**src/hw/rtl/hse_pkg.sv**
```systemverilog
package hse_pkg;

    localparam int CAPACITY = 64;
    localparam int DATA_W   = 32;
    localparam int COUNT_W  = $clog2(CAPACITY + 1);

    typedef enum logic
    {
        ST_LOAD,
        ST_DRAIN
    } state_t;

    // Command broadcast from the controller to every cell of the chain.
    typedef struct packed
    {
        logic insert;
        logic shift_out;
    } cell_cmd_t;

endpackage

```
**src/hw/rtl/hse_cell.sv**
```systemverilog
module hse_cell
(
    input  logic                               clk,
    input  logic                               rst_n,
    input  hse_pkg::cell_cmd_t                 cmd,
    input  logic signed [hse_pkg::DATA_W-1:0]  new_value,
    input  logic                               left_lt,
    input  logic signed [hse_pkg::DATA_W-1:0]  left_value,
    input  logic                               left_valid,
    input  logic signed [hse_pkg::DATA_W-1:0]  right_value,
    input  logic                               right_valid,
    output logic                               lt,
    output logic signed [hse_pkg::DATA_W-1:0]  value_reg,
    output logic                               valid_reg
);

    logic signed [hse_pkg::DATA_W-1:0] value_next;
    logic                              valid_next;

    // An empty cell acts as plus infinity, so the new element lands in the
    // first cell that is empty or holds a strictly greater value.
    assign lt = !valid_reg || (new_value < value_reg);

    always_comb
    begin
        value_next = value_reg;
        valid_next = valid_reg;
        priority if (cmd.insert && lt)
        begin
            if (left_lt)
            begin
                value_next = left_value;
                valid_next = left_valid;
            end
            else
            begin
                value_next = new_value;
                valid_next = 1'b1;
            end
        end
        else if (cmd.shift_out)
        begin
            value_next = right_value;
            valid_next = right_valid;
        end
        else
        begin
            value_next = value_reg;
            valid_next = valid_reg;
        end
    end

    always_ff @(posedge clk or negedge rst_n)
    begin
        if (!rst_n)
        begin
            valid_reg <= 1'b0;
        end
        else
        begin
            valid_reg <= valid_next;
        end
    end

    always_ff @(posedge clk)
    begin
        value_reg <= value_next;
    end

endmodule

```
**config.mk**
```make
export PLATFORM = sky130hd
export DESIGN_NAME = hse_cell
export DESIGN_NICKNAME = d
export VERILOG_FILES = /design/src/hw/rtl/hse_pkg.sv /design/src/hw/rtl/hse_cell.sv
export SDC_FILE = /design/constraint.sdc
export NUM_CORES = 1
export LEC_CHECK = 0
export BUFFER_PORTS_ARGS = -buffer_cell sky130_fd_sc_hd__clkbuf_2
export CAP_MARGIN = 0
export CORE_MARGIN = 2
export CORE_UTILIZATION = 47
export DETAILED_ROUTE_END_ITERATION = 10
export GPL_TIMING_DRIVEN = 1
export PLACE_DENSITY_LB_ADDON = 0.3
export SLEW_MARGIN = 5
export SYNTH_ARGS = -nofsm -noshare
export SYNTH_HDL_FRONTEND = slang
export SYNTH_SLANG_ARGS = --single-unit
```
**constraint.sdc**
```tcl
create_clock -name clk -period 3.81 [get_ports clk]
set_clock_uncertainty 0.2 [all_clocks]
set_input_delay 0.381 -clock clk [delete_from_list [all_inputs] [get_ports clk]]
set_output_delay 0.381 -clock clk [all_outputs]
set_load 0.03 [all_outputs]
```
==> results of run 1 <==
==> cell type report <==
class                      count  area (um2)  share of cell area (%)
multi-input combinational    157        1600                    44.1
timing repair buffer         141         733                    20.3
clock buffer                   8        90.1                    2.49
sequential                    33         986                    27.2
inverter                      33         124                    3.42
tap                           72        90.1                    2.49
==> Yosys cell counts <==
library cell	number	area, um2
nor4_2	1	12.5
a21oi_1	14	70.1
nor3_1	1	5.00
nand2_1	14	52.6
nand2b_1	2	12.5
nand2b_4	1	13.8
mux2i_1	2	20.0
a2111o_1	1	11.3
or2_2	1	6.26
nand4_1	4	25.0
nor2b_1	1	6.26
a211oi_2	1	12.5
o21ai_0	8	40.0
nor2_1	3	11.3
and4_1	1	8.76
buf_8	3	45.0
a311o_1	1	10.0
edfxtp_1	32	961
clkbuf_1	4	15.0
mux2_2	36	405
inv_1	33	124
nand3_1	2	10.0
o311ai_4	1	26.3
o22ai_2	1	12.5
ha_1	31	388
mux2_4	28	420
o21a_1	1	7.51
dfrtp_1	1	25.0
a221oi_1	1	8.76
==> power groups by stage <==
| stage | combinational (mW) | sequential [mW] | clock, mW |
|---|---|---|---|
| finish | 1.28 | 0.670 | 0.273 |
| global route | 1.41 | 0.690 | 0.292 |
| CTS | 1.30 | 0.673 | 0.279 |
| detailed placement | 1.29 | 0.680 | 0 |
| global placement | 1.27 | 0.674 | 0 |
| floorplan | 0.710 | 0.946 | 0 |
==> cells by family after synthesis <==
group | Yosys count
AO/OA/AOI/OAI | 29
buffers and inverters | 40
flip-flops | 33
adder cells (fa/ha/maj) | 31
AND/OR/NAND/NOR | 31
multiplexers | 66
==> through the flow <==
step	hold slack, ns	setup WS (ns)	power (mW)	instance area, um2
CTS	0.177	0.454	2.25	3620
global placement	-0.0412	0.424	1.94	3520
floorplan	-0.115	0.433	1.66	2770
global route	0.198	0.242	2.39	3620
finish	0.179	0.471	2.23	3620
detailed placement	-0.0422	0.326	1.97	3520
==> worst reg2reg max path, stage by stage, from the launching register on <==
cell and delay (ns):
edfxtp_1 0.36, inv_1 0.05, ha_1 0.34, nand4_1 0.18, nor2_1 0.07, a221oi_1 0.29, nand3_1 0.22, o311ai_4 0.67
buf_4 0.34, mux2_2 0.36
==> per-layer routing <==
metal  global-route usage (%)  vias to the layer above  share of wire [%]
met2                     35.8                       86                 51
met4                     5.42                        0                1.1
met5                        0                        -                  0
met1                     21.8                     1017                 40
li1                         -                     1121                  -
met3                     4.61                        7                7.7
==> worst max path at each step <==
stage | from | to
4_1_cts | value_reg[31] | value_reg[22]
2_1_floorplan | value_reg[31] | value_reg[0]
3_5_place_dp | new_value[31] | value_reg[31]
6_report | value_reg[31] | value_reg[31]
5_1_grt | value_reg[31] | value_reg[19]
3_3_place_gp | new_value[31] | value_reg[31]
==> results.sh, run 1 <==
export IMPL_status="finished clean"
export IMPL_netlist_area_um2=2770
export IMPL_p_seq_share_pct=30.1
export IMPL_ir_drop_uv=281
export IMPL_syn_inst=230
export IMPL_drt_iter0_markers=31
export IMPL_die_x_um=80.7
export IMPL_grt_max_degree=34
export IMPL_worst_pin_slew_ns=0.849
export IMPL_hp_class="in -> reg"
export IMPL_fin_util_pct=64.5
export IMPL_synth_nets=364
export IMPL_layout_common_cells="clkbuf_2 (136), mux2_2 (36), inv_1 (33), edfxtp_1 (32), ha_1 (31)"
export IMPL_cp_required_ns=3.64
export IMPL_holdPathEnd="valid_reg"
export IMPL_gp_congestion=0.764
export IMPL_cts_repair_resized=0
export IMPL_yosysUniqueCellTypes=29
export IMPL_p_clk_share_pct=12.2
export IMPL_crit_slowest_cell="o311ai_4"
export IMPL_fmaxAchievable_mhz=299
export IMPL_clk_pin_slew_worst_paths_ns=0.07
export IMPL_dp_hpwl_um=5080
export IMPL_r2r_slack_ns=0.47
export IMPL_fill_cells=494
export IMPL_synthAdderAreaFrac_pct=14.0
export IMPL_rows=27
export IMPL_dp_cells=435
export IMPL_crit_type="reg -> reg"
export IMPL_wirelength_um=6100
export IMPL_area_delta_synth_final_pct=30.8
export IMPL_p_per_area_nw_per_um2=616
export IMPL_antenna_found_initial=0
export IMPL_yosysSeqAreaShare_pct=35.6
export IMPL_via_per_inst=5.02
export IMPL_crit_arrival_ns=3.17
export IMPL_avgSynthCellArea_um2=12.0
export IMPL_nNetsFinal=505
export IMPL_p_leak_nw=1.87
export IMPL_die_y_um=80.7
export IMPL_finalCritPeriodShare_pct=87.6
export IMPL_grtUsageTotal_pct=19.2
export IMPL_synth_compound_area_share_pct=7.19
export IMPL_yosysWarningCount=0
export IMPL_synth_seq_cells=33
export IMPL_numPortBuffers=136
export IMPL_cp_end_kind="register"
export IMPL_timing_final_crit_period_ns=3.34
export IMPL_grt_pass1_vias=2239
export IMPL_slew_headroom_pct=43.4
export IMPL_drc=0
export IMPL_power_share_combinational_pct=57.7
export IMPL_synth_top_family_by_area="multiplexers"
export IMPL_path_max_fanout=10
export IMPL_layout_drive_gt1_share_pct=58.1
export IMPL_dr_pass1_iters=4
export IMPL_drv_slew=0
export IMPL_layout_cells_non_filler=444
export IMPL_cts_max_path_buffers=2
export IMPL_htreeDepth=2
export IMPL_power_switching_uw=944
export IMPL_die_area_um2=6520
export IMPL_initial_core_util_pct=49.3
export IMPL_overflow=0
export IMPL_regToRegStartpoint="value_reg[31]"
export IMPL_final_common_cell="clkbuf_2"
export IMPL_diodes=0
export IMPL_cap_violations=0
export IMPL_fp_coreArea_um2=5610
export IMPL_swShare_pct=42.4
export IMPL_r2r_cells=9
export IMPL_rsz0062_at_grt="no"
export IMPL_r2r_end="value_reg[31]"
export IMPL_hold_start="left_valid"
export IMPL_largest_register_ffs=32
export IMPL_cp_depth=9
export IMPL_wire_per_inst_um=13.7
export IMPL_cpPeakStageDelay_ns=0.67
export IMPL_root_buffer="clkbuf_8"
export IMPL_cts_buffers=5
export IMPL_num_vias=2231
export IMPL_clock_sinks=33
export IMPL_critPathBufInv=2
export IMPL_start_kind="register"
export IMPL_cts_tree="yes"
export IMPL_synthMuxAreaShare_pct=30.6
export IMPL_p_int_mw=1.28
export IMPL_holdPathStages=3
export IMPL_hold_viol_final=0
export IMPL_path_cells="inv_1 -> ha_1 -> nand4_1 -> nor2_1 -> a221oi_1 -> nand3_1 -> o311ai_4 -> buf_4 -> mux2_2"
export IMPL_hold_buffers=1
export IMPL_setup_tns_ns=0
export IMPL_synthXorXnorAreaFrac_pct=0
export IMPL_cts_setup_buffers=0
export IMPL_clk_insertion_delay_late_ns=0.28
export IMPL_setup_violations=0
export IMPL_critPathTopFamily="compound AO/OA/AOI/OAI gates"
export IMPL_ios=137
export IMPL_ant_nets=0
export IMPL_synth_simple_gate_area_share_pct=5.92
export IMPL_grt_first_pass_wirelength_um=9630
(Power assumes the default switching activity.)
==> run 2, diff against run 1 <==
- ABC_AREA: not set -> 1
- CORE_UTILIZATION: 47 -> 46
- TNS_END_PERCENT: not set -> 1
==> run 2 against run 1 <==
  * Die area is 0.31% lower
  * Critical path depth is 4 higher
  * Critical path type unchanged
  * Critical endpoint is now value_reg[12]
  * Largest cell class unchanged
  * Hold slack got worse by 0.0061 ns
  * Via count rose by 7.5%
  * Setup slack gained 0.42 ns
  * Total power shrank 25%
  * Highest routed layer unchanged
  * Wire length up 1.3%
  * Clock power decreased by 6%
  * Largest power group unchanged
  * Sequential power decreased by 14%
  * Design area shrank 4.1%
  * Maximum frequency is 15% higher
==> results.sh, run 2 <==
export IMPL_status="finished clean"
export IMPL_ir_drop_uv=218
export IMPL_hold_viol_final=0
export IMPL_synthTopCellsByArea="edfxtp_1 (36%), ha_1 (14%), mux2i_1 (11%)"
export IMPL_ys_async_sr_fraction_pct=3.03
export IMPL_synth_simple_gate_area_share_pct=13.3
export IMPL_die_y_um=80.6
export IMPL_rsz0062_at_grt="no"
export IMPL_cts_setup_buffers=0
export IMPL_dr_pass1_iters=4
export IMPL_hp_class="in -> reg"
export IMPL_power_mw=1.67
export IMPL_cp_common_cell="inv_1"
export IMPL_synthAdderAreaFrac_pct=14.4
export IMPL_via_per_inst=4.87
export IMPL_final_common_cell="clkbuf_2"
export IMPL_synth_edf_count=32
export IMPL_cts_tree="yes"
export IMPL_initial_core_util_pct=48.4
export IMPL_synthXorXnorAreaFrac_pct=0
export IMPL_num_vias=2399
export IMPL_cp_required_ns=3.75
export IMPL_htreeDepth=2
export IMPL_worst_pin_slew_ns=1.07
export IMPL_rows=27
export IMPL_dpl_instance_area_um2=3380
export IMPL_multi_input_area_um2=1450
export IMPL_synth_top_cell_area_share_pct=35.6
export IMPL_grt_first_pass_wirelength_um=9960
export IMPL_finalCritPeriodShare_pct=76.5
export IMPL_yosysWarningCount=0
export IMPL_fp_coreArea_um2=5570
export IMPL_regArea_um2=986
export IMPL_setup_tns_ns=0
export IMPL_numPortBuffers=136
export IMPL_timing_final_crit_period_ns=2.92
export IMPL_fmaxAchievable_mhz=343
export IMPL_synthFlopType="edfxtp_1"
export IMPL_synth_commonest_cells="nand2_1 (58), inv_1 (43), edfxtp_1 (32), ha_1 (31), mux2i_1 (31)"
export IMPL_synth_top_family_by_area="compound AO/OA/AOI/OAI gates"
export IMPL_drv_slew=0
export IMPL_synthMuxAreaShare_pct=11.5
export IMPL_crit_slowest_cell="buf_4"
export IMPL_hold_buffers=1
export IMPL_cap_violations=0
export IMPL_cpPeakStageDelay_ns=0.58
export IMPL_p_per_area_nw_per_um2=482
export IMPL_grt_pass1_vias=2347
export IMPL_crit_arrival_ns=2.86
export IMPL_die_area_um2=6500
export IMPL_layout_drive_gt1_share_pct=43.2
export IMPL_gp_congestion=0.859
export IMPL_die_x_um=80.6
export IMPL_synth_most_common_cell="nand2_1"
export IMPL_area_delta_synth_final_pct=28.6
export IMPL_yosysSeqAreaShare_pct=36.5
export IMPL_netlist_area_um2=2700
export IMPL_layout_common_cells="clkbuf_2 (136), nand2_1 (58), inv_1 (43), edfxtp_1 (32)"
export IMPL_drc=0
export IMPL_nNetsFinal=554
export IMPL_synth_seq_cells=33
export IMPL_wire_per_inst_um=12.5
export IMPL_grt_max_degree=51
export IMPL_path_max_fanout=50
export IMPL_synth_nets=419
export IMPL_clk_insertion_delay_late_ns=0.28
export IMPL_start_kind="register"
export IMPL_diodes=0
export IMPL_overflow=0
export IMPL_cts_repair_resized=0
export IMPL_crit_type="reg -> reg"
export IMPL_wirelength_um=6180
export IMPL_path_cells="inv_1 -> ha_1 -> nand4_1 -> inv_1 -> nand4_2 -> a21oi_2 -> nor2_1 -> nand3_1 -> nand3_2 -> nand2_4 -> buf_4 -> nand2_1 -> o21ai_2"
export IMPL_grtUsageTotal_pct=19.8
export IMPL_root_buffer="clkbuf_8"
export IMPL_synth_compound_area_share_pct=14.4
export IMPL_clock_sinks=33
export IMPL_fin_area_um2=3470
export IMPL_drt_iter0_markers=87
export IMPL_ios=137
export IMPL_cts_buffers=5
export IMPL_clk_pin_slew_worst_paths_ns=0.07
export IMPL_dp_hpwl_um=4980
export IMPL_largest_register_ffs=32
export IMPL_cts_max_path_buffers=2
export IMPL_fill_cells=506
export IMPL_fin_util_pct=62.2
export IMPL_cp_end_kind="register"
export IMPL_p_leak_nw=1.92
export IMPL_synth_top_cell_by_area="edfxtp_1"
export IMPL_setup_violations=0
export IMPL_ant_nets=0
export IMPL_syn_inst=285
export IMPL_avgSynthCellArea_um2=9.47
export IMPL_antenna_found_initial=0
export IMPL_slew_headroom_pct=28.5
export IMPL_yosysUniqueCellTypes=28
-- run 2: area by class of cell --
type	instances	area share (%)
clock buffers	8	2.31
inverters	43	4.65
multi-input cells	198	41.7
flip-flops and latches	33	28.4
well taps	72	2.60
repair buffers	139	20.3
-- run 2: power breakdown --
part / leakage (nW) / switching, mW / internal [mW] / total, mW
sequential: 0.338 / 0.0488 / 0.529 / 0.578
clock: 0.0395 / 0.127 / 0.130 / 0.257
combinational: 1.55 / 0.556 / 0.281 / 0.837
total: 1.92 / 0.732 / 0.940 / 1.67
-- run 2: cell families (layout without fill, tap and decap cells) --
logic type      Yosys count  count (layout)
simple gates             81              81
flops                    33              33
buf+inv                  54             190
mux                      31              31
compound gates           55              55
fa+ha+maj                31              31
-- run 2: final timing paths --
kind                                 start             to  slack [ns]  depth (start not counted)
setup / recovery             value_reg[31]  value_reg[12]        0.89                         13
hold / removal             right_value[24]  value_reg[24]        0.17                          3
setup reg to reg             value_reg[31]  value_reg[12]        0.89                         13
hold reg to reg                  valid_reg      valid_reg        0.39                          2
max in group asynchronous            rst_n      valid_reg        3.10                          2
min in group asynchronous            rst_n      valid_reg        0.22                          2
-- run 2: worst max-delay path, delay by kind of cell, from the launching register on --
| kind | cells | cell delay, ns |
|---|---|---|
| simple gates | 7 | 0.89 |
| buf+inv | 3 | 0.72 |
| flops | 1 | 0.37 |
| fa+ha+maj | 1 | 0.36 |
| compound gates | 2 | 0.22 |
-- run 2: per-layer routing --
metal  GRT usage (%)  up-vias  wire [um]
met5               0        -          0
met4            6.44        0         89
met3            5.84        8        406
met2            34.2       79       2980
met1            23.6     1069       2700
li1                -     1243          -
-- run 2: stage by stage --
| stage | std cells | worst slack (ns) | hold slack [ns] |
|---|---|---|---|
| floorplan | 285 | 0.602 | -0.115 |
| global placement | 484 | 0.859 | -0.0323 |
| detailed placement | 484 | 0.812 | -0.0371 |
| CTS | 493 | 0.866 | 0.160 |
| global route | 493 | 0.596 | 0.170 |
| finish | 493 | 0.895 | 0.172 |
