### src/hw/rtl/hse_pkg.sv
package hse_pkg;

    localparam int CAPACITY = 64;
    localparam int DATA_W   = 32;
    localparam int COUNT_W  = $clog2(CAPACITY + 1);

    typedef enum logic
    {
        ST_LOAD,
        ST_DRAIN
    } state_t;

    // Command broadcast from the controller to every cell of the chain.
    typedef struct packed
    {
        logic insert;
        logic shift_out;
    } cell_cmd_t;

endpackage

### src/hw/rtl/hse_ctrl.sv
module hse_ctrl
(
    input  logic               clk,
    input  logic               rst_n,
    input  logic               in_valid,
    input  logic               is_last,
    input  logic               out_ready,
    input  logic               final_elem,
    output logic               in_ready,
    output logic               out_valid,
    output logic               overflow,
    output hse_pkg::cell_cmd_t cmd
);

    hse_pkg::state_t             state_reg;
    hse_pkg::state_t             state_next;
    logic [hse_pkg::COUNT_W-1:0] count_reg;
    logic [hse_pkg::COUNT_W-1:0] count_next;
    logic                        ovf_reg;
    logic                        ovf_next;
    logic                        in_xfer;
    logic                        out_xfer;
    logic                        full;

    assign full     = (count_reg == hse_pkg::COUNT_W'(hse_pkg::CAPACITY));
    assign in_xfer  = in_valid && in_ready;
    assign out_xfer = out_valid && out_ready;

    always_comb
    begin
        state_next = state_reg;
        unique case (state_reg)
            hse_pkg::ST_LOAD:
            begin
                if (in_xfer && is_last)
                begin
                    state_next = hse_pkg::ST_DRAIN;
                end
            end
            hse_pkg::ST_DRAIN:
            begin
                if (out_xfer && final_elem)
                begin
                    state_next = hse_pkg::ST_LOAD;
                end
            end
            default:
            begin
                state_next = hse_pkg::ST_LOAD;
            end
        endcase
    end

    always_comb
    begin
        in_ready      = 1'b0;
        out_valid     = 1'b0;
        cmd.insert    = 1'b0;
        cmd.shift_out = 1'b0;
        unique case (state_reg)
            hse_pkg::ST_LOAD:
            begin
                in_ready   = 1'b1;
                cmd.insert = in_valid && !full;
            end
            hse_pkg::ST_DRAIN:
            begin
                out_valid     = 1'b1;
                cmd.shift_out = out_ready;
            end
            default:
            begin
                in_ready = 1'b0;
            end
        endcase
    end

    // The count restarts as soon as the set closes; the overflow flag must
    // stay until the last result of the set has been transferred.
    always_comb
    begin
        count_next = count_reg;
        ovf_next   = ovf_reg;
        if (in_xfer)
        begin
            if (full)
            begin
                ovf_next = 1'b1;
            end
            else
            begin
                count_next = count_reg + 1'b1;
            end
            if (is_last)
            begin
                count_next = '0;
            end
        end
        if (out_xfer && final_elem)
        begin
            ovf_next = 1'b0;
        end
    end

    assign overflow = ovf_reg;

    always_ff @(posedge clk or negedge rst_n)
    begin
        if (!rst_n)
        begin
            state_reg <= hse_pkg::ST_LOAD;
            count_reg <= '0;
            ovf_reg   <= 1'b0;
        end
        else
        begin
            state_reg <= state_next;
            count_reg <= count_next;
            ovf_reg   <= ovf_next;
        end
    end

endmodule

### config.mk
export PLATFORM = sky130hd
export DESIGN_NAME = hse_ctrl
export DESIGN_NICKNAME = d
export VERILOG_FILES = /design/src/hw/rtl/hse_pkg.sv /design/src/hw/rtl/hse_ctrl.sv
export SDC_FILE = /design/constraint.sdc
export NUM_CORES = 1
export LEC_CHECK = 0
export ABC_CLOCK_PERIOD_IN_PS = 3800
export BUFFER_PORTS_ARGS = -buffer_cell sky130_fd_sc_hd__buf_4
export CAP_MARGIN = 20
export CORE_AREA = 5 5 42 44
export CTS_BUF_LIST = sky130_fd_sc_hd__clkbuf_8
export CTS_CLUSTER_DIAMETER = 100
export DETAILED_ROUTE_END_ITERATION = 12
export DIE_AREA = 0 0 47 49
export HOLD_SLACK_MARGIN = 0.15
export PLACE_DENSITY = 0.76
export SLEW_MARGIN = 20
export SYNTH_ARGS = -nofsm -noshare
export SYNTH_HDL_FRONTEND = slang
export SYNTH_SLANG_ARGS = --single-unit
### constraint.sdc
create_clock -name clk -period 3.8 [get_ports clk]
set_input_delay 0.57 -clock clk [delete_from_list [all_inputs] [get_ports clk]]
set_output_delay 0.57 -clock clk [all_outputs]
set_load 0.02 [all_outputs]
==> impl_metrics.env, run 1 <==
export IMPL_largest_register_ff_count=7
export IMPL_cts_hold_buffers=0
export IMPL_clk_latency_ps=240
export IMPL_final_cell_mix="10 x buf_4, 9 x inv_1, 9 x dfrtp_1"
export IMPL_switching_power_uw=183
export IMPL_fin_setup_tns_ps=0
export IMPL_finClkSkew_ps=1.39
export IMPL_num_vias=527
export IMPL_hold_viol=0
export IMPL_slowest_delay_ps=470
export IMPL_wirelength_um=1340
export IMPL_seqPwrFrac_pct=41.1
export IMPL_cts_resized=0
export IMPL_gp_congestion=0.779
export IMPL_cp_end_kind="output pin"
export IMPL_finalNetCount=83
export IMPL_relSlewSlack_pct=76.1
export IMPL_leakagePower_nw=0.343
export IMPL_arrival_ps=1580
export IMPL_die_h_um=49
export IMPL_path_depth=6
export IMPL_pre_cts_slack_ps=1900
export IMPL_cp_start_kind="flop"
export IMPL_syn_area_sq_um=634
export IMPL_fmax_mhz=465
export IMPL_layout_setup_ws_ps=1650
export IMPL_power_frac_clock_pct=24.3
export IMPL_fin_crit_sh_pct=56.6
export IMPL_grt_usage_pct=13.7
export IMPL_cpMostUsedCell="inv_1"
export IMPL_grt_pass1_vias=505
export IMPL_wl_per_cell_um=14.9
export IMPL_final_area_sq_um=741
export IMPL_synth_seq_cells=9
export IMPL_clk_pin_slew_ps=50
export IMPL_clock_path_buffers=2
export IMPL_r2r_start="count_reg[0]$_DFFE_PN0P_"
export IMPL_cts_max_level=1
export IMPL_worstPathCellList="inv_1 > ha_1 > and2_1 > a21o_4 > inv_1 > buf_4"
export IMPL_die_x_um=47
export IMPL_slew_viol_final=0
export IMPL_power_uw=459
export IMPL_crit_required_ps=3230
export IMPL_power_internal_uw=276
export IMPL_stdcell_count=90
export IMPL_cts_setup_buffers=0
export IMPL_fp_dieArea_sq_um=2300
export IMPL_grt_antenna_before_repair=0
export IMPL_vias_per_cell=5.86
export IMPL_setup_violations_final=0
export IMPL_grt_pass1_wl_um=2280
export IMPL_p_sw_share_pct=39.8
export IMPL_reg2reg_to="count_reg[4]$_DFFE_PN0P_"
export IMPL_outcome="finished clean"
export IMPL_fp_row_count=14
export IMPL_critPathBufInv=3
export IMPL_drtAntennaViolNets=0
export IMPL_tightest_slew_ps=356
export IMPL_overflow=0
export IMPL_ioPinCount=11
export IMPL_cpLargestDelayFamily="flip-flops"
export IMPL_rsz0062_at_grt="no"
export IMPL_period_needed_ps=2150
export IMPL_dp_cells=86
export IMPL_combPwrFrac_pct=34.5
export IMPL_cap_viol_max_count=0
export IMPL_cts_num_sinks=9
export IMPL_tritoncts="built"
export IMPL_hold_class="in2async"
export IMPL_drc=0
export IMPL_r2r_cells=4
export IMPL_cts_root_buffer="clkbuf_8"
export IMPL_crit_fanout=8
export IMPL_yosys_cell_types_count=28
export IMPL_areaGrowthSynthToFinish_pct=16.8
export IMPL_drtIter0Drc=7
export IMPL_final_common_cell="buf_4"
export IMPL_synth_nets=72
export IMPL_place_area_sq_um=696
export IMPL_drive_above_1_share_pct=27.0
export IMPL_drtPass1Iterations=4
export IMPL_syn_area_per_cell_sq_um=9.91
export IMPL_start_util_pct=45.3
export IMPL_path_class="reg2out"
export IMPL_powerDensity_nw_per_um2=620
export IMPL_yosys_warnings=0
export IMPL_peakVddDrop_uv=280
export IMPL_holdWs_ps=150
export IMPL_antenna_cells=0
export IMPL_synth_cells=64
export IMPL_coreArea_sq_um=1400
export IMPL_port_buffer_count=10
export IMPL_grt_max_degree=14
export IMPL_cts_made_buffers=3
export IMPL_startpoint="count_reg[0]$_DFFE_PN0P_"
export IMPL_post_route_util_pct=52.9
export IMPL_cp_slowest_cell="dfrtp_1"
export IMPL_regToRegSetupSlack_ps=2310
export IMPL_seq_area_frac_synth_pct=35.5
==> how the worst max path moves through the flow <==
stage | end | slack (ps)
finish | cmd[1] | 1650
global route | cmd[1] | 1540
CTS | cmd[1] | 1640
detailed placement | cmd[1] | 1900
global placement | cmd[1] | 1950
floorplan | cmd[1] | 2020
==> layer usage <==
layer	up-vias	GRT usage, %	routed length (um)
met5	-	0	0
met4	0	9.68	21
met1	260	17.2	596
met3	2	1.48	37
li1	255	-	-
met2	10	20.8	685
==> power by group through the flow <==
stage | Combinational [mW] | Sequential (mW) | Clock [mW]
after floorplan | 0.122 | 0.181 | 0
after global placement | 0.154 | 0.187 | 0
after detailed placement | 0.161 | 0.189 | 0
after CTS | 0.162 | 0.187 | 0.114
after global routing | 0.178 | 0.197 | 0.119
final | 0.158 | 0.189 | 0.112
==> kinds of logic after synthesis <==
kind of cell,after synthesis,synth area share (%)
DFF,9,35.5
AOI/OAI and AO/OA,13,20.1
and+or+nand+nor,26,27.0
buffers and inverters,12,10.1
adders and majority gates,2,3.94
muxes,2,3.35
==> Yosys cell counts, drive strengths merged <==
library cell  number  area [sq um]
inv                8          30.0
a21oi              1          5.00
and3               1          7.51
o21ai              3          15.0
a31oi              1          6.26
a21o               1          15.0
nand2b             1          13.8
mux2i              1          10.0
nand4              2          12.5
a311o              2          20.0
dfrtp              9           225
nand3              4          20.0
and2               2          12.5
buf                4          33.8
nand2              8          30.0
o41ai              1          16.3
o311ai             2          32.5
nor4               1          21.3
nand4b             2          17.5
a41oi              1          8.76
a22o               1          8.76
nor3b              2          15.0
mux2               1          11.3
ha                 2          25.0
nor4b              2          17.5
nor2               1          3.75
==> final cells by class <==
cell class              count  area (sq um)
fillers                   139           661
multi-input cells          43           345
flip-flops and latches      9           225
repair buffers             10          75.1
clock buffers               3          41.3
inverters                   8          30.0
well taps                  16          20.0
clock inverters             1          3.75
(Power assumes the default switching activity.)
==> run 2, diff against run 1 <==
- ABC_CLOCK_PERIOD_IN_PS: 3800 -> 2000
- clock period: 3.8 -> 2 ns (I/O delays scaled with it)
==> impl_metrics.env, run 2 (synthesized netlist as in run 1, its figures left out) <==
export IMPL_powerDensity_nw_per_um2=1170
export IMPL_cp_end_kind="output pin"
export IMPL_drtPass1Iterations=4
export IMPL_vias_per_cell=5.89
export IMPL_cts_num_sinks=9
export IMPL_drtIter0Drc=7
export IMPL_leakagePower_nw=0.347
export IMPL_num_vias=536
export IMPL_crit_required_ps=1700
export IMPL_drc=0
export IMPL_path_class="reg2out"
export IMPL_setup_violations_final=0
export IMPL_rsz0062_at_grt="no"
export IMPL_final_common_cell="buf_4"
export IMPL_post_route_util_pct=53.6
export IMPL_antenna_cells=0
export IMPL_outcome="finished clean"
export IMPL_hold_path_depth=2
export IMPL_holdWs_ps=273
export IMPL_coreArea_sq_um=1400
export IMPL_cp_start_kind="flop"
export IMPL_cts_max_level=1
export IMPL_overflow=0
export IMPL_arrival_ps=1600
export IMPL_largest_register_ff_count=7
export IMPL_clk_pin_slew_ps=50
export IMPL_grt_antenna_before_repair=0
export IMPL_port_buffer_count=10
export IMPL_grt_busiest_layer="met2"
export IMPL_slowest_delay_ps=490
export IMPL_reg2reg_to="count_reg[4]$_DFFE_PN0P_"
export IMPL_cts_setup_buffers=0
export IMPL_drtAntennaViolNets=0
export IMPL_final_cell_mix="10 x buf_4, 9 x inv_1, 9 x dfrtp_1"
export IMPL_cts_root_buffer="clkbuf_8"
export IMPL_hold_viol=0
export IMPL_cap_viol_max_count=0
export IMPL_clock_path_buffers=2
export IMPL_hold_start="final_elem"
export IMPL_grt_usage_pct=13.7
export IMPL_tritoncts="built"
export IMPL_wl_per_cell_um=15.0
export IMPL_wirelength_um=1360
export IMPL_stdcell_count=91
export IMPL_gp_congestion=0.780
export IMPL_worstPathCellList="inv_1 > ha_1 > and2_1 > a21o_4 > inv_1 > buf_4"
export IMPL_fmax_mhz=526
export IMPL_fp_dieArea_sq_um=2300
export IMPL_hold_class="in2reg"
export IMPL_finalNetCount=84
export IMPL_use_met3_pct=1.48
export IMPL_tightest_slew_ps=357
export IMPL_grt_max_degree=14
export IMPL_cts_resized=0
export IMPL_fillCellCount=138
export IMPL_die_h_um=49
export IMPL_drive_above_1_share_pct=26.7
export IMPL_relSlewSlack_pct=76.1
export IMPL_grt_pass1_vias=505
export IMPL_clk_latency_ps=240
export IMPL_power_uw=876
export IMPL_fin_setup_tns_ps=0
export IMPL_use_met1_pct=17.2
export IMPL_period_needed_ps=1900
export IMPL_peakVddDrop_uv=531
export IMPL_start_util_pct=45.3
export IMPL_areaGrowthSynthToFinish_pct=18.3
export IMPL_grt_util_met2_pct=20.8
export IMPL_cts_made_buffers=3
export IMPL_dp_cells=86
export IMPL_cp_slowest_cell="dfrtp_1"
export IMPL_min_to="overflow$_DFFE_PN0P_"
export IMPL_r2r_start="count_reg[0]$_DFFE_PN0P_"
export IMPL_die_x_um=47
export IMPL_slew_viol_final=0
export IMPL_regToRegSetupSlack_ps=480
export IMPL_grt_pass1_wl_um=2280
export IMPL_finClkSkew_ps=2.11
export IMPL_crit_fanout=8
export IMPL_fin_crit_sh_pct=95.0
export IMPL_cts_hold_buffers=1
export IMPL_fp_row_count=14
export IMPL_r2r_cells=4
export IMPL_ioPinCount=11
export IMPL_cpMostUsedCell="inv_1"
-- run 2: cell count changes in the layout (fill, tap and decap cells not counted) --
cell and change:
dlygate4sd3_1 +1
-- run 2: power breakdown --
part	total [mW]	internal, mW	switching (mW)
registers	0.361	0.246	0.115
logic	0.302	0.146	0.156
clock network	0.213	0.134	0.0789
-- run 2: critical path: cells and delay by family (launching register included) --
family | cells | cell delay, ps
buf+inv | 3 | 260
simple gates | 1 | 190
fa+ha+maj | 1 | 190
compound gates | 1 | 240
flops | 1 | 490
-- run 2: how the worst max path moves through the flow --
| stage | from | end | slack (ps) | depth (start not counted) |
|---|---|---|---|---|
| after floorplan | count_reg[0]$_DFFE_PN0P_ | cmd[1] | 490 | 5 |
| after global placement | count_reg[0]$_DFFE_PN0P_ | cmd[1] | 420 | 6 |
| after detailed placement | count_reg[0]$_DFFE_PN0P_ | cmd[1] | 370 | 6 |
| after CTS | count_reg[0]$_DFFE_PN0P_ | cmd[1] | 110 | 6 |
| after global routing | count_reg[0]$_DFFE_PN0P_ | cmd[1] | 6 | 6 |
| final | count_reg[0]$_DFFE_PN0P_ | cmd[1] | 100 | 6 |
-- run 2: stage by stage --
stage | cell area, sq um | worst slack, ps
after global routing | 751 | 6.24
after floorplan | 634 | 491
after detailed placement | 696 | 369
after global placement | 696 | 418
final | 751 | 99.4
after CTS | 751 | 108
-- run 2: layout make-up --
cell class	count	area (sq um)	share of cell area (%)
Multi-Input combinational cell	43	345	46.0
Sequential cell	9	225	30.0
Timing Repair Buffer	11	85.1	11.3
Clock buffer	3	41.3	5.50
Inverter	8	30.0	4.00
Tap cell	16	20.0	2.67
Clock inverter	1	3.75	0.500
-- run 2: per-layer routing --
layer  part of all wire (%)  up-vias
li1                       -      256
met1                     44      264
met2                     50       12
met3                    3.4        4
met4                    2.6        0
met5                      0        -
==> run 3, diff against run 2 <==
- ABC_AREA: unset -> 1
- PLACE_DENSITY: 0.76 -> 0.69
==> impl_metrics.env, run 3 <==
export IMPL_relSlewSlack_pct=74.8
export IMPL_power_internal_uw=465
export IMPL_clk_pin_slew_ps=40
export IMPL_wl_per_cell_um=10.3
export IMPL_grt_usage_pct=11.0
export IMPL_drtIter0Drc=6
export IMPL_combPwrFrac_pct=36.5
export IMPL_worstPathCellList="inv_1 > ha_1 > nand2_1 > inv_1 > nand3_2 > nand2_2 > inv_1 > buf_4"
export IMPL_synth_most_common_cell="nand2_1"
export IMPL_hold_viol=0
export IMPL_yosys_cell_types_count=17
export IMPL_start_util_pct=39.4
export IMPL_cts_max_level=1
export IMPL_seqPwrFrac_pct=36.7
export IMPL_cp_start_kind="flop"
export IMPL_fp_row_count=14
export IMPL_grt_max_degree=10
export IMPL_final_cell_mix="23 x nand2_1, 12 x inv_1, 10 x buf_4"
export IMPL_yosys_area_top_type="dfrtp_1"
export IMPL_tritoncts="built"
export IMPL_fmax_mhz=581
export IMPL_grt_pass1_vias=445
export IMPL_synth_area_top_cells="dfrtp_1 41%, nand2_1 16%, inv_1 7.5%, nand3_1 5.4%, nor2_1 4.8%"
export IMPL_arrival_ps=1420
export IMPL_wirelength_um=1060
export IMPL_drtAntennaViolNets=0
export IMPL_rsz0062_at_grt="no"
export IMPL_grt_pass1_wl_um=1810
export IMPL_cts_setup_buffers=0
export IMPL_cp_slowest_cell="dfrtp_1"
export IMPL_switching_power_uw=287
export IMPL_vias_per_cell=4.79
export IMPL_leakagePower_nw=0.380
export IMPL_num_vias=493
export IMPL_overflow=0
export IMPL_fp_dieArea_sq_um=2300
export IMPL_synth_commonest_cells="23 x nand2_1, 11 x inv_1, 9 x dfrtp_1, 7 x nor2_1, 6 x nand3_1"
export IMPL_outcome="finished clean"
export IMPL_powerDensity_nw_per_um2=1080
export IMPL_synth_seq_cells=9
export IMPL_port_buffer_count=10
export IMPL_yosys_warnings=0
export IMPL_period_needed_ps=1720
export IMPL_path_class="reg2out"
export IMPL_cp_end_kind="output pin"
export IMPL_finalNetCount=96
export IMPL_cts_root_buffer="clkbuf_8"
export IMPL_seq_area_frac_synth_pct=40.8
export IMPL_final_common_cell="nand2_1"
export IMPL_synthArstFlopShare_pct=100
export IMPL_synthFlopType="dfrtp_1"
export IMPL_peakVddDrop_uv=407
export IMPL_slowest_delay_ps=420
export IMPL_largest_register_ff_count=7
export IMPL_tightest_slew_ps=377
export IMPL_die_h_um=49
export IMPL_gp_congestion=0.749
export IMPL_drtPass1Iterations=4
export IMPL_ioPinCount=11
export IMPL_synth_top_area_share_pct=40.8
export IMPL_clk_latency_ps=230
export IMPL_slew_viol_final=0
export IMPL_syn_area_per_cell_sq_um=7.56
export IMPL_p_sw_share_pct=38.1
export IMPL_hold_class="in2reg"
export IMPL_crit_required_ps=1700
export IMPL_crit_fanout=6
export IMPL_antenna_cells=0
export IMPL_coreArea_sq_um=1400
export IMPL_drc=0
export IMPL_synth_edff_count=0
export IMPL_die_x_um=47
export IMPL_drive_above_1_share_pct=21.8
export IMPL_cap_viol_max_count=0
export IMPL_areaGrowthSynthToFinish_pct=25.9
export IMPL_holdWs_ps=373
export IMPL_synth_cells=73
export IMPL_cts_num_sinks=9
export IMPL_power_frac_clock_pct=26.8
export IMPL_cts_made_buffers=3
export IMPL_fin_crit_sh_pct=86.0
export IMPL_grt_antenna_before_repair=0
export IMPL_cts_resized=0
export IMPL_clock_path_buffers=2
export IMPL_fin_setup_tns_ps=0
export IMPL_synth_nets=81
export IMPL_cpMostUsedCell="inv_1"
export IMPL_dp_hpwl_um=852
export IMPL_finClkSkew_ps=1.82
export IMPL_cts_hold_buffers=1
export IMPL_setup_violations_final=0
export IMPL_syn_area_sq_um=552
## run 3: final timing paths
check / startpoint / to / slack [ps] / cells after the start
max in group asynchronous: rst_n / count_reg[2]$_DFFE_PN0P_ / 1440 / 2
setup reg to reg: count_reg[0]$_DFFE_PN0P_ / count_reg[5]$_DFFE_PN0P_ / 640 / 7
hold reg to reg: overflow$_DFFE_PN0P_ / overflow$_DFFE_PN0P_ / 520 / 2
setup / recovery: count_reg[0]$_DFFE_PN0P_ / cmd[1] / 280 / 8
min in group asynchronous: rst_n / overflow$_DFFE_PN0P_ / 430 / 2
hold / removal: is_last / count_reg[3]$_DFFE_PN0P_ / 370 / 4
## run 3: power groups by stage
stage	Combinational (mW)	Clock, mW	Sequential, mW
2_1_floorplan	0.179	0	0.281
3_3_place_gp	0.273	0	0.275
3_5_place_dp	0.276	0	0.277
4_1_cts	0.279	0.212	0.275
5_1_grt	0.310	0.224	0.284
6_report	0.275	0.202	0.276
## run 3: stage by stage
stage	std cells	total power [mW]	utilization, %	area (sq um)	setup WS, ps
global placement	98	0.548	45.6	639	546
floorplan	73	0.460	-	552	643
global route	103	0.817	49.6	694	114
detailed placement	98	0.554	45.6	639	534
CTS	103	0.766	49.6	694	276
finish	103	0.752	49.6	694	280
## run 3: layout make-up
class	instances	area [sq um]
fillers	149	707
clock buffers	3	41.3
inverters	11	41.3
multi-input cells	52	278
clock inverters	1	3.75
repair buffers	11	85.1
flip-flops and latches	9	225
well taps	16	20.0
## run 3: per-layer routing
metal | vias to the layer above | GRT usage, % | part of all wire, %
met4 | 0 | 4.15 | 0.66
met5 | - | 0 | 0
met1 | 223 | 12.1 | 39
li1 | 251 | - | -
met2 | 16 | 16.7 | 50
met3 | 3 | 6.64 | 10
## run 3: kinds of logic (layout without fill, tap and decap cells)
group                    after synthesis  count (layout)  synth area share, %
AND/OR/NAND/NOR                       41              41                 32.2
buffers and inverters                 12              26                 8.84
flip-flops                             9               9                 40.8
AO/OA/AOI/OAI                          5               5                 7.26
XOR/XNOR                               4               4                 6.35
adder cells (fa/ha/maj)                2               2                 4.53
## run 3: worst max-delay path: cells and delay by family, from the launching register on
family / cells / cell delay [ps]
adders and majority gates: 1 / 140
buffers and inverters: 4 / 360
DFF: 1 / 420
and+or+nand+nor: 3 / 260
